**config.mk**
```make
export PLATFORM = sky130hd
export DESIGN_NAME = clipped_tile_blit_address_generator
export DESIGN_NICKNAME = d
export VERILOG_FILES = /design/src/rtl/ctbag_pkg.sv /design/src/rtl/ctbag_front.sv /design/src/rtl/ctbag_queue.sv /design/src/rtl/ctbag_back.sv /design/src/rtl/clipped_tile_blit_address_generator.sv
export VERILOG_INCLUDE_DIRS = /design/src /design/src/rtl
export SDC_FILE = /design/constraint.sdc
export NUM_CORES = 1
export LEC_CHECK = 0
export ABC_AREA = 1
export BUFFER_PORTS_ARGS = -buffer_cell sky130_fd_sc_hd__buf_2
export CORE_MARGIN = 2
export CORE_UTILIZATION = 36
export DETAILED_ROUTE_END_ITERATION = 10
export GPL_TIMING_DRIVEN = 0
export PLACE_DENSITY_LB_ADDON = 0.25
export SYNTH_ARGS = -nofsm -noshare
export SYNTH_HDL_FRONTEND = slang
export SYNTH_SLANG_ARGS = --single-unit
export TNS_END_PERCENT = 100
```
**constraint.sdc**
```tcl
create_clock -name clk -period 5 [get_ports clk]
set_input_delay 0.5 -clock clk [delete_from_list [all_inputs] [get_ports clk]]
set_output_delay 0.5 -clock clk [all_outputs]
set_load 0.05 [all_outputs]
```
**src/rtl/clipped_tile_blit_address_generator_macros.svh**
```systemverilog
// ----------------------------------------------------------------------------
// clipped tile blit address generator assertion macros
// shared concurrent assertion forms, clocked on clk, disabled in reset
// ----------------------------------------------------------------------------
`ifndef CLIPPED_TILE_BLIT_ADDRESS_GENERATOR_MACROS_SVH
`define CLIPPED_TILE_BLIT_ADDRESS_GENERATOR_MACROS_SVH

// same-cycle implication
`define CTB_ASSERT_NOW(lbl, ante, cons, msg) \
    lbl: assert property (@(posedge clk) disable iff (!rst_n) (ante) |-> (cons)) \
        else $error(msg);

// next-cycle implication
`define CTB_ASSERT_NEXT(lbl, ante, cons, msg) \
    lbl: assert property (@(posedge clk) disable iff (!rst_n) (ante) |=> (cons)) \
        else $error(msg);

`endif

```
**src/rtl/ctbag_pkg.sv**
```systemverilog
`timescale 1ns / 1ps
// ----------------------------------------------------------------------------
// ctbag_pkg
// shared types and constants of the clipped tile blit address generator
// ----------------------------------------------------------------------------
package ctbag_pkg;

    // tile index width, covers tiles up to 8 x 8
    localparam int IDX_W  = 3;
    localparam int ADDR_W = 10;
    localparam int CODE_W = 8;

    typedef struct packed {
        logic              mode;
        logic signed [7:0] x_pos;
        logic signed [7:0] y_pos;
        logic [7:0]        code;
    } in_item_t;

    typedef struct packed {
        logic [ADDR_W-1:0] address;
        logic [CODE_W-1:0] char_code;
        logic              last;
    } out_item_t;

    // visible window of one item, indexes inside the tile
    typedef struct packed {
        logic [IDX_W-1:0]  c0;
        logic [IDX_W-1:0]  c1;
        logic [IDX_W-1:0]  r0;
        logic [IDX_W-1:0]  r1;
        logic [ADDR_W-1:0] addr;
        logic [CODE_W-1:0] code;
    } desc_t;

endpackage

```
**src/rtl/ctbag_front.sv**
```systemverilog
`timescale 1ns / 1ps
// ----------------------------------------------------------------------------
// ctbag_front
// clips an item against the buffer and builds its visible-window descriptor
// ----------------------------------------------------------------------------
module ctbag_front #(
    parameter int COLS = 24,
    parameter int ROWS = 24,
    parameter int TILE = 6
) (
    input  ctbag_pkg::in_item_t item,
    output logic                visible,
    output ctbag_pkg::desc_t    desc
);
    import ctbag_pkg::*;

    localparam logic signed [9:0] COL_MAX  = 10'(COLS - 1);
    localparam logic signed [9:0] ROW_MAX  = 10'(ROWS - 1);
    localparam logic signed [9:0] TILE_M1  = 10'(TILE - 1);
    localparam logic [12:0]       COLS_13  = 13'(COLS);
    localparam logic [7:0]        TILE_8   = 8'(TILE);

    logic signed [9:0] xs;
    logic signed [9:0] ys;
    logic signed [9:0] size_m1;
    logic signed [9:0] x_end;
    logic signed [9:0] y_end;
    logic signed [9:0] x_neg;
    logic signed [9:0] y_neg;
    logic signed [9:0] c1_full;
    logic signed [9:0] r1_full;
    logic signed [9:0] col0;
    logic signed [9:0] row0;
    logic [IDX_W-1:0]  c0;
    logic [IDX_W-1:0]  r0;
    logic [12:0]       row_base;
    logic [12:0]       addr_full;

    always_comb
    begin
        xs      = {{2{item.x_pos[7]}}, item.x_pos};
        ys      = {{2{item.y_pos[7]}}, item.y_pos};
        size_m1 = item.mode ? TILE_M1 : 10'sd0;
        x_end   = xs + size_m1;
        y_end   = ys + size_m1;
        visible = (xs <= COL_MAX) && (x_end >= 0) && (ys <= ROW_MAX) && (y_end >= 0);

        // first visible column / row inside the tile
        x_neg = -xs;
        y_neg = -ys;
        c0    = (xs < 0) ? x_neg[IDX_W-1:0] : '0;
        r0    = (ys < 0) ? y_neg[IDX_W-1:0] : '0;

        // last visible column / row inside the tile
        c1_full = (x_end > COL_MAX) ? (COL_MAX - xs) : size_m1;
        r1_full = (y_end > ROW_MAX) ? (ROW_MAX - ys) : size_m1;

        col0      = xs + 10'($unsigned(c0));
        row0      = ys + 10'($unsigned(r0));
        row_base  = 13'(row0[6:0]) * COLS_13;
        addr_full = row_base + 13'(col0[6:0]);

        desc.c0   = c0;
        desc.c1   = c1_full[IDX_W-1:0];
        desc.r0   = r0;
        desc.r1   = r1_full[IDX_W-1:0];
        desc.addr = addr_full[ADDR_W-1:0];
        desc.code = item.code + 8'(r0) * TILE_8 + 8'(c0);
    end

endmodule

```
**src/rtl/ctbag_queue.sv**
```systemverilog
`timescale 1ns / 1ps
// ----------------------------------------------------------------------------
// ctbag_queue
// two-entry descriptor queue between front and back
// ----------------------------------------------------------------------------
module ctbag_queue (
    input  logic             clk,
    input  logic             rst_n,
    input  logic             wr_en,
    input  ctbag_pkg::desc_t wr_data,
    output logic             full,
    input  logic             rd_en,
    output logic             rd_valid,
    output ctbag_pkg::desc_t rd_data
);
    import ctbag_pkg::*;

    desc_t       mem_reg [2];
    logic        wr_ptr_reg;
    logic        wr_ptr_next;
    logic        rd_ptr_reg;
    logic        rd_ptr_next;
    logic [1:0]  count_reg;
    logic [1:0]  count_next;
    logic        do_wr;
    logic        do_rd;

    always_comb
    begin
        full        = (count_reg == 2'd2);
        rd_valid    = (count_reg != 2'd0);
        rd_data     = mem_reg[rd_ptr_reg];
        do_wr       = wr_en && !full;
        do_rd       = rd_en && rd_valid;
        wr_ptr_next = do_wr ? !wr_ptr_reg : wr_ptr_reg;
        rd_ptr_next = do_rd ? !rd_ptr_reg : rd_ptr_reg;
        count_next  = count_reg + 2'(do_wr) - 2'(do_rd);
    end

    always_ff @(posedge clk)
    begin
        if (do_wr)
        begin
            mem_reg[wr_ptr_reg] <= wr_data;
        end
    end

    always_ff @(posedge clk or negedge rst_n)
    begin
        if (!rst_n)
        begin
            wr_ptr_reg <= 1'b0;
            rd_ptr_reg <= 1'b0;
            count_reg  <= 2'd0;
        end
        else
        begin
            wr_ptr_reg <= wr_ptr_next;
            rd_ptr_reg <= rd_ptr_next;
            count_reg  <= count_next;
        end
    end

endmodule

```
**src/rtl/ctbag_back.sv**
```systemverilog
`timescale 1ns / 1ps
// ----------------------------------------------------------------------------
// ctbag_back
// walks the visible window row by row and drives the result register
// ----------------------------------------------------------------------------
module ctbag_back #(
    parameter int COLS = 24,
    parameter int TILE = 6
) (
    input  logic                 clk,
    input  logic                 rst_n,
    input  logic                 q_valid,
    input  ctbag_pkg::desc_t     q_data,
    output logic                 q_pop,
    output logic                 empty,
    input  logic                 pop,
    output ctbag_pkg::out_item_t result
);
    import ctbag_pkg::*;

    `include "clipped_tile_blit_address_generator_macros.svh"

    localparam logic [ADDR_W-1:0] COLS_A = ADDR_W'(COLS);
    localparam logic [CODE_W-1:0] TILE_C = CODE_W'(TILE);

    logic              busy_reg, busy_next;
    logic [IDX_W-1:0]  c_reg, c_next;
    logic [IDX_W-1:0]  r_reg, r_next;
    logic [IDX_W-1:0]  c0_reg, c0_next;
    logic [IDX_W-1:0]  c1_reg, c1_next;
    logic [IDX_W-1:0]  r1_reg, r1_next;
    logic [ADDR_W-1:0] addr_reg, addr_next;
    logic [ADDR_W-1:0] row_addr_reg, row_addr_next;
    logic [CODE_W-1:0] code_reg, code_next;
    logic [CODE_W-1:0] row_code_reg, row_code_next;
    logic              out_valid_reg, out_valid_next;
    out_item_t         out_reg, out_next;
    logic              advance;
    logic              row_end;
    logic              is_last;

    always_comb
    begin
        busy_next      = busy_reg;
        c_next         = c_reg;
        r_next         = r_reg;
        c0_next        = c0_reg;
        c1_next        = c1_reg;
        r1_next        = r1_reg;
        addr_next      = addr_reg;
        row_addr_next  = row_addr_reg;
        code_next      = code_reg;
        row_code_next  = row_code_reg;
        out_next       = out_reg;
        out_valid_next = out_valid_reg;

        advance = busy_reg && (!out_valid_reg || pop);
        row_end = (c_reg == c1_reg);
        is_last = row_end && (r_reg == r1_reg);
        q_pop   = q_valid && !busy_reg;

        if (pop)
        begin
            out_valid_next = 1'b0;
        end

        if (q_pop)
        begin
            busy_next     = 1'b1;
            c_next        = q_data.c0;
            r_next        = q_data.r0;
            c0_next       = q_data.c0;
            c1_next       = q_data.c1;
            r1_next       = q_data.r1;
            addr_next     = q_data.addr;
            row_addr_next = q_data.addr;
            code_next     = q_data.code;
            row_code_next = q_data.code;
        end
        else if (advance)
        begin
            out_valid_next    = 1'b1;
            out_next.address  = addr_reg;
            out_next.char_code = code_reg;
            out_next.last     = is_last;
            if (is_last)
            begin
                busy_next = 1'b0;
            end
            else if (row_end)
            begin
                // next row restarts at the first visible column
                c_next        = c0_reg;
                r_next        = r_reg + IDX_W'(1);
                row_addr_next = row_addr_reg + COLS_A;
                addr_next     = row_addr_reg + COLS_A;
                row_code_next = row_code_reg + TILE_C;
                code_next     = row_code_reg + TILE_C;
            end
            else
            begin
                c_next    = c_reg + IDX_W'(1);
                addr_next = addr_reg + ADDR_W'(1);
                code_next = code_reg + CODE_W'(1);
            end
        end

        empty  = !out_valid_reg;
        result = out_reg;
    end

    always_ff @(posedge clk)
    begin
        c_reg        <= c_next;
        r_reg        <= r_next;
        c0_reg       <= c0_next;
        c1_reg       <= c1_next;
        r1_reg       <= r1_next;
        addr_reg     <= addr_next;
        row_addr_reg <= row_addr_next;
        code_reg     <= code_next;
        row_code_reg <= row_code_next;
        out_reg      <= out_next;
    end

    always_ff @(posedge clk or negedge rst_n)
    begin
        if (!rst_n)
        begin
            busy_reg      <= 1'b0;
            out_valid_reg <= 1'b0;
        end
        else
        begin
            busy_reg      <= busy_next;
            out_valid_reg <= out_valid_next;
        end
    end

    `CTB_ASSERT_NOW(a_walk_in_window, busy_reg, (c_reg <= c1_reg) && (r_reg <= r1_reg), "walker left its window")
    `CTB_ASSERT_NEXT(a_more_after_mid, advance && !is_last, busy_reg, "walker stopped before last cell")
    `CTB_ASSERT_NEXT(a_idle_after_last, advance && is_last, !busy_reg && out_reg.last, "walker kept going after last cell")
    `CTB_ASSERT_NOW(a_no_load_while_busy, busy_reg, !q_pop, "descriptor taken while busy")

endmodule

```
**src/rtl/clipped_tile_blit_address_generator.sv**
```systemverilog
`timescale 1ns / 1ps
// path: the first write of an accepted transaction goes through the queue, the walker load and the
//   result register before it shows on result; the back walker then emits one write per cycle
//   while pop keeps up, and loads a new item only after the last write of the one before
// the back walker (one cell per cycle while result is not held) sets the rate; a two-entry queue decouples it
// reset: asynchronous, active low; clears queue, walker and result valid
// ----------------------------------------------------------------------------
// clipped_tile_blit_address_generator
// clips a cell or tile against a COLS x ROWS character buffer and emits one
// address / code write per visible cell in row-major order
// ----------------------------------------------------------------------------
module clipped_tile_blit_address_generator #(
    parameter int COLS = 24,
    parameter int ROWS = 24,
    parameter int TILE = 6
) (
    input  logic                 clk,
    input  logic                 rst_n,
    // input side: queue-style push / full
    input  logic                 push,
    output logic                 full,
    input  ctbag_pkg::in_item_t  item,
    // result side: queue-style empty / pop
    output logic                 empty,
    input  logic                 pop,
    output ctbag_pkg::out_item_t result
);
    import ctbag_pkg::*;

    logic  visible;
    desc_t front_desc;
    logic  q_valid;
    logic  q_pop;
    desc_t q_data;
    logic  q_wr;

    // front: combinational clip of the incoming transaction
    ctbag_front #(
        .COLS (COLS),
        .ROWS (ROWS),
        .TILE (TILE)
    ) u_front (
        .item    (item),
        .visible (visible),
        .desc    (front_desc)
    );

    // fully clipped transactions are accepted and dropped here
    assign q_wr = push && visible;

    // queue between front and back; full stalls every push, clipped or not
    ctbag_queue u_queue (
        .clk      (clk),
        .rst_n    (rst_n),
        .wr_en    (q_wr),
        .wr_data  (front_desc),
        .full     (full),
        .rd_en    (q_pop),
        .rd_valid (q_valid),
        .rd_data  (q_data)
    );

    // back: walks visible cells, holds the result register
    ctbag_back #(
        .COLS (COLS),
        .TILE (TILE)
    ) u_back (
        .clk     (clk),
        .rst_n   (rst_n),
        .q_valid (q_valid),
        .q_data  (q_data),
        .q_pop   (q_pop),
        .empty   (empty),
        .pop     (pop),
        .result  (result)
    );

endmodule

```
==> summary.md <==
| Metric | Value |
|---|---|
| Status | completed |
| CTS tree | done |
| Top-count cell post-synth | nand2_1 |
| Number of synthesized register bits | 136 |
| Non-Filler Instances | 1121 |
| Detail Route Antenna Nets | 0 |
| Most common library cells after synthesis | nand2_1 (243), edfxtp_1 (130), inv_1 (78) |
| Area share of the largest cell type after synthesis | 0.517 |
| Endpoints failing setup | 0 |
| Die area | 22100 sq um |
| Post-synth top area cell | edfxtp_1 |
| WL per Instance | 13.5 um |
| Die W | 149 um |
| Final Critical Period | 3.56 ns |
| Worst Max-Slew Pin Slew | 0.944 ns |
| Crit end category | flop |
| Arrival time worst endpoint | 3.72 ns |
| Site Rows | 52 |
| Die height | 149 um |
| RePlAce Congestion | 0.825 |
| Setup TNS | 0 ns |
| Synth-to-layout area growth | 16.1% |
| Ys flop type | edfxtp_1 |
| CTS H-tree depth | 4 |
| Post-synth EDFFs | 130 |
| Max Cap Viol | 0 |
| Synth async-reset ratio | 0.0441 |
| Final wirelength | 15.2 mm |
| Inserted Diodes | 0 |
| Critical path type | input port to flop |
| Drt initial violations | 313 |
| Syn Area/Cell | 9.82 sq um |
| Setup repair after global routing missed its margin | false |
| DR vias | 5122 |
| Final hold violation count | 0 |
| Nets | 914 |
| Fmax | 281 MHz |
| First-pass GRT wire length | 25.2 mm |
| Synth Instances | 769 |
| Clk buf depth | 2 |
| Syn Nets | 844 |
| Starting Density | 0.370 |
| Vias in the first global route | 4983 |
| CTS clk-pin slew, worst paths | 0.05 ns |
| Initial antenna violation count | 0 |
| Seq/Total Area, Yosys | 0.537 |
| CORE AREA | 20400 sq um |
| Yosys Warn Count | 0 |
| Top-Level Pins | 50 |
| Final Skew | 0.00738 ns |
| Startpoint types | input port |
| Worst-Skew Late Latency | 0.42 ns |
| CTS root buf | clkbuf_16 |
| Synthesized cell area | 7550 sq um |
| Congestion Overflow GR | 0 |
| Worst VDD drop | 0.256 mV |
| Sink Count | 136 |
| DP HPWL | 11.4 mm |
| Initial DRT Pass Iterations | 4 |
| DRC | 0 |
| Largest net degree at the start of global routing | 31 |
| Slew HR | 0.369 |
| Required @ worst endpoint | 5.16 ns |
| Synth top area cells | edfxtp_1 (52%), nand2_1 (12%), ha_1 (6.6%), xor2_1 (4.2%), inv_1 (3.9%) |
| PortBufs | 47 |
| Worst-path maximum fanout | 6 |
| Hold Path Class | input port to flop |
| Post-CTS sizing | 0 |
| Max-slew violations | 0 |
| Vias per cell | 4.57 |
| Layout cell share with drive strength beyond 1 | 0.165 |
| DP Cell Count | 1089 |
| Max reg flops | 60 |
| Leakage | 0.00387 uW |
| Final period util | 0.712 |
| Power Dens Cells | 466 nW/um^2 |
| Gr usage total | 0.148 |
| Synth unique cells | 42 |
| Total CTS buffers | 17 |
[power by group]
part,leakage (uW),switching (uW),internal (uW)
Sequential,0.00127,116,1540
Combinational,0.00232,809,411
Clock,0.000272,438,769
Total,0.00387,1360,2720
[cell families (layout without fill, tap and decap cells)]
group           Yosys count  after routing  synth area share
simple gates            352            352             0.202
flops                   136            136             0.537
buf+inv                 108            190            0.0597
compound gates           72             72            0.0555
xor+xnor                 54             54            0.0626
fa+ha+maj                46             46            0.0822
mux                       1              1           0.00133
[cell usage in the layout, fill, tap and decap left out, drive strengths merged, types with 21 or more instances in the layout]
cell type | Yosys | final
nand2 | 250 | 250
edfxtp | 130 | 130
inv | 90 | 90
buf | 16 | 66
nand3 | 47 | 47
o21ai | 45 | 45
nor2 | 43 | 43
ha | 40 | 40
xor2 | 36 | 36
clkbuf | 2 | 21
[area by class of cell]
class	instances	area, sq um
Buffer	18	110
Clock buffer	19	433
Clock inverter	12	134
Fill cell	2015	11700
Inverter	90	340
Multi-Input combinational cell	525	3070
Sequential cell	136	4050
Tap cell	270	338
Timing Repair Buffer	51	287
[worst paths after layout]
check                                                from                                to  slack (ns)  cells after the start
min reg2reg                  u_back.code_reg[4]$_DFFE_PP_        u_back.result[5]$_DFFE_PP_        0.47                      0
min in group asynchronous                           rst_n    u_queue.wr_ptr_reg$_DFFE_PN0N_        0.44                      2
min                                                   pop    u_back.out_valid_reg$_DFF_PN0_        0.30                      2
max                                               item[9]   u_queue.mem_reg[0][7]$_DFFE_PP_        1.44                     17
max in group asynchronous                           rst_n    u_queue.rd_ptr_reg$_DFFE_PN0P_        4.40                      2
max reg2reg                u_queue.count_reg[1]$_DFF_PN0_  u_queue.mem_reg[1][15]$_DFFE_PP_        2.68                      5
[metrics by stage]
step | utilization | worst slack, ns | power [uW] | instance area (sq um) | hold slack, ns
final | 0.429 | 1.44 | 4080 | 8770 | 0.299
after global routing | 0.429 | 1.14 | 4340 | 8770 | 0.297
after CTS | 0.429 | 1.36 | 4120 | 8770 | 0.289
after detailed placement | 0.401 | 0.922 | 2910 | 8190 | 0.344
after global placement | 0.398 | 0.543 | 2870 | 8120 | 0.340
after floorplan | - | 1.53 | 2580 | 7550 | 0.204
[per-layer routing]
| layer | wire length (um) | GRT usage | share of wire | vias to the layer above |
|---|---|---|---|---|
| met3 | 479 | 0.0300 | 0.032 | 15 |
| met4 | 188 | 0.0538 | 0.012 | 0 |
| met5 | 0 | 0 | 0 | - |
| met2 | 7320 | 0.247 | 0.48 | 78 |
| li1 | - | - | - | 2678 |
| met1 | 7160 | 0.192 | 0.47 | 2351 |
[worst max-delay path, stage by stage]
cell and delay [ns]:
buf_2 0.17, inv_1 0.09, ha_1 0.23, inv_1 0.10, nor2_1 0.05, nor3_2 0.35, inv_1 0.11, fa_1 0.44
xnor2_1 0.20, ha_1 0.28, ha_1 0.36, nand2_1 0.06, o21ai_0 0.36, a21oi_1 0.12, nor2_1 0.10, nor2_1 0.05
xnor2_1 0.13
[repair_timing]
item,in CTS,in global routing
endpoints found under the hold margin,6,0
hold buffers,1,0
setup buffers,0,0
No activity file was read; power rests on OpenSTA's default activity.
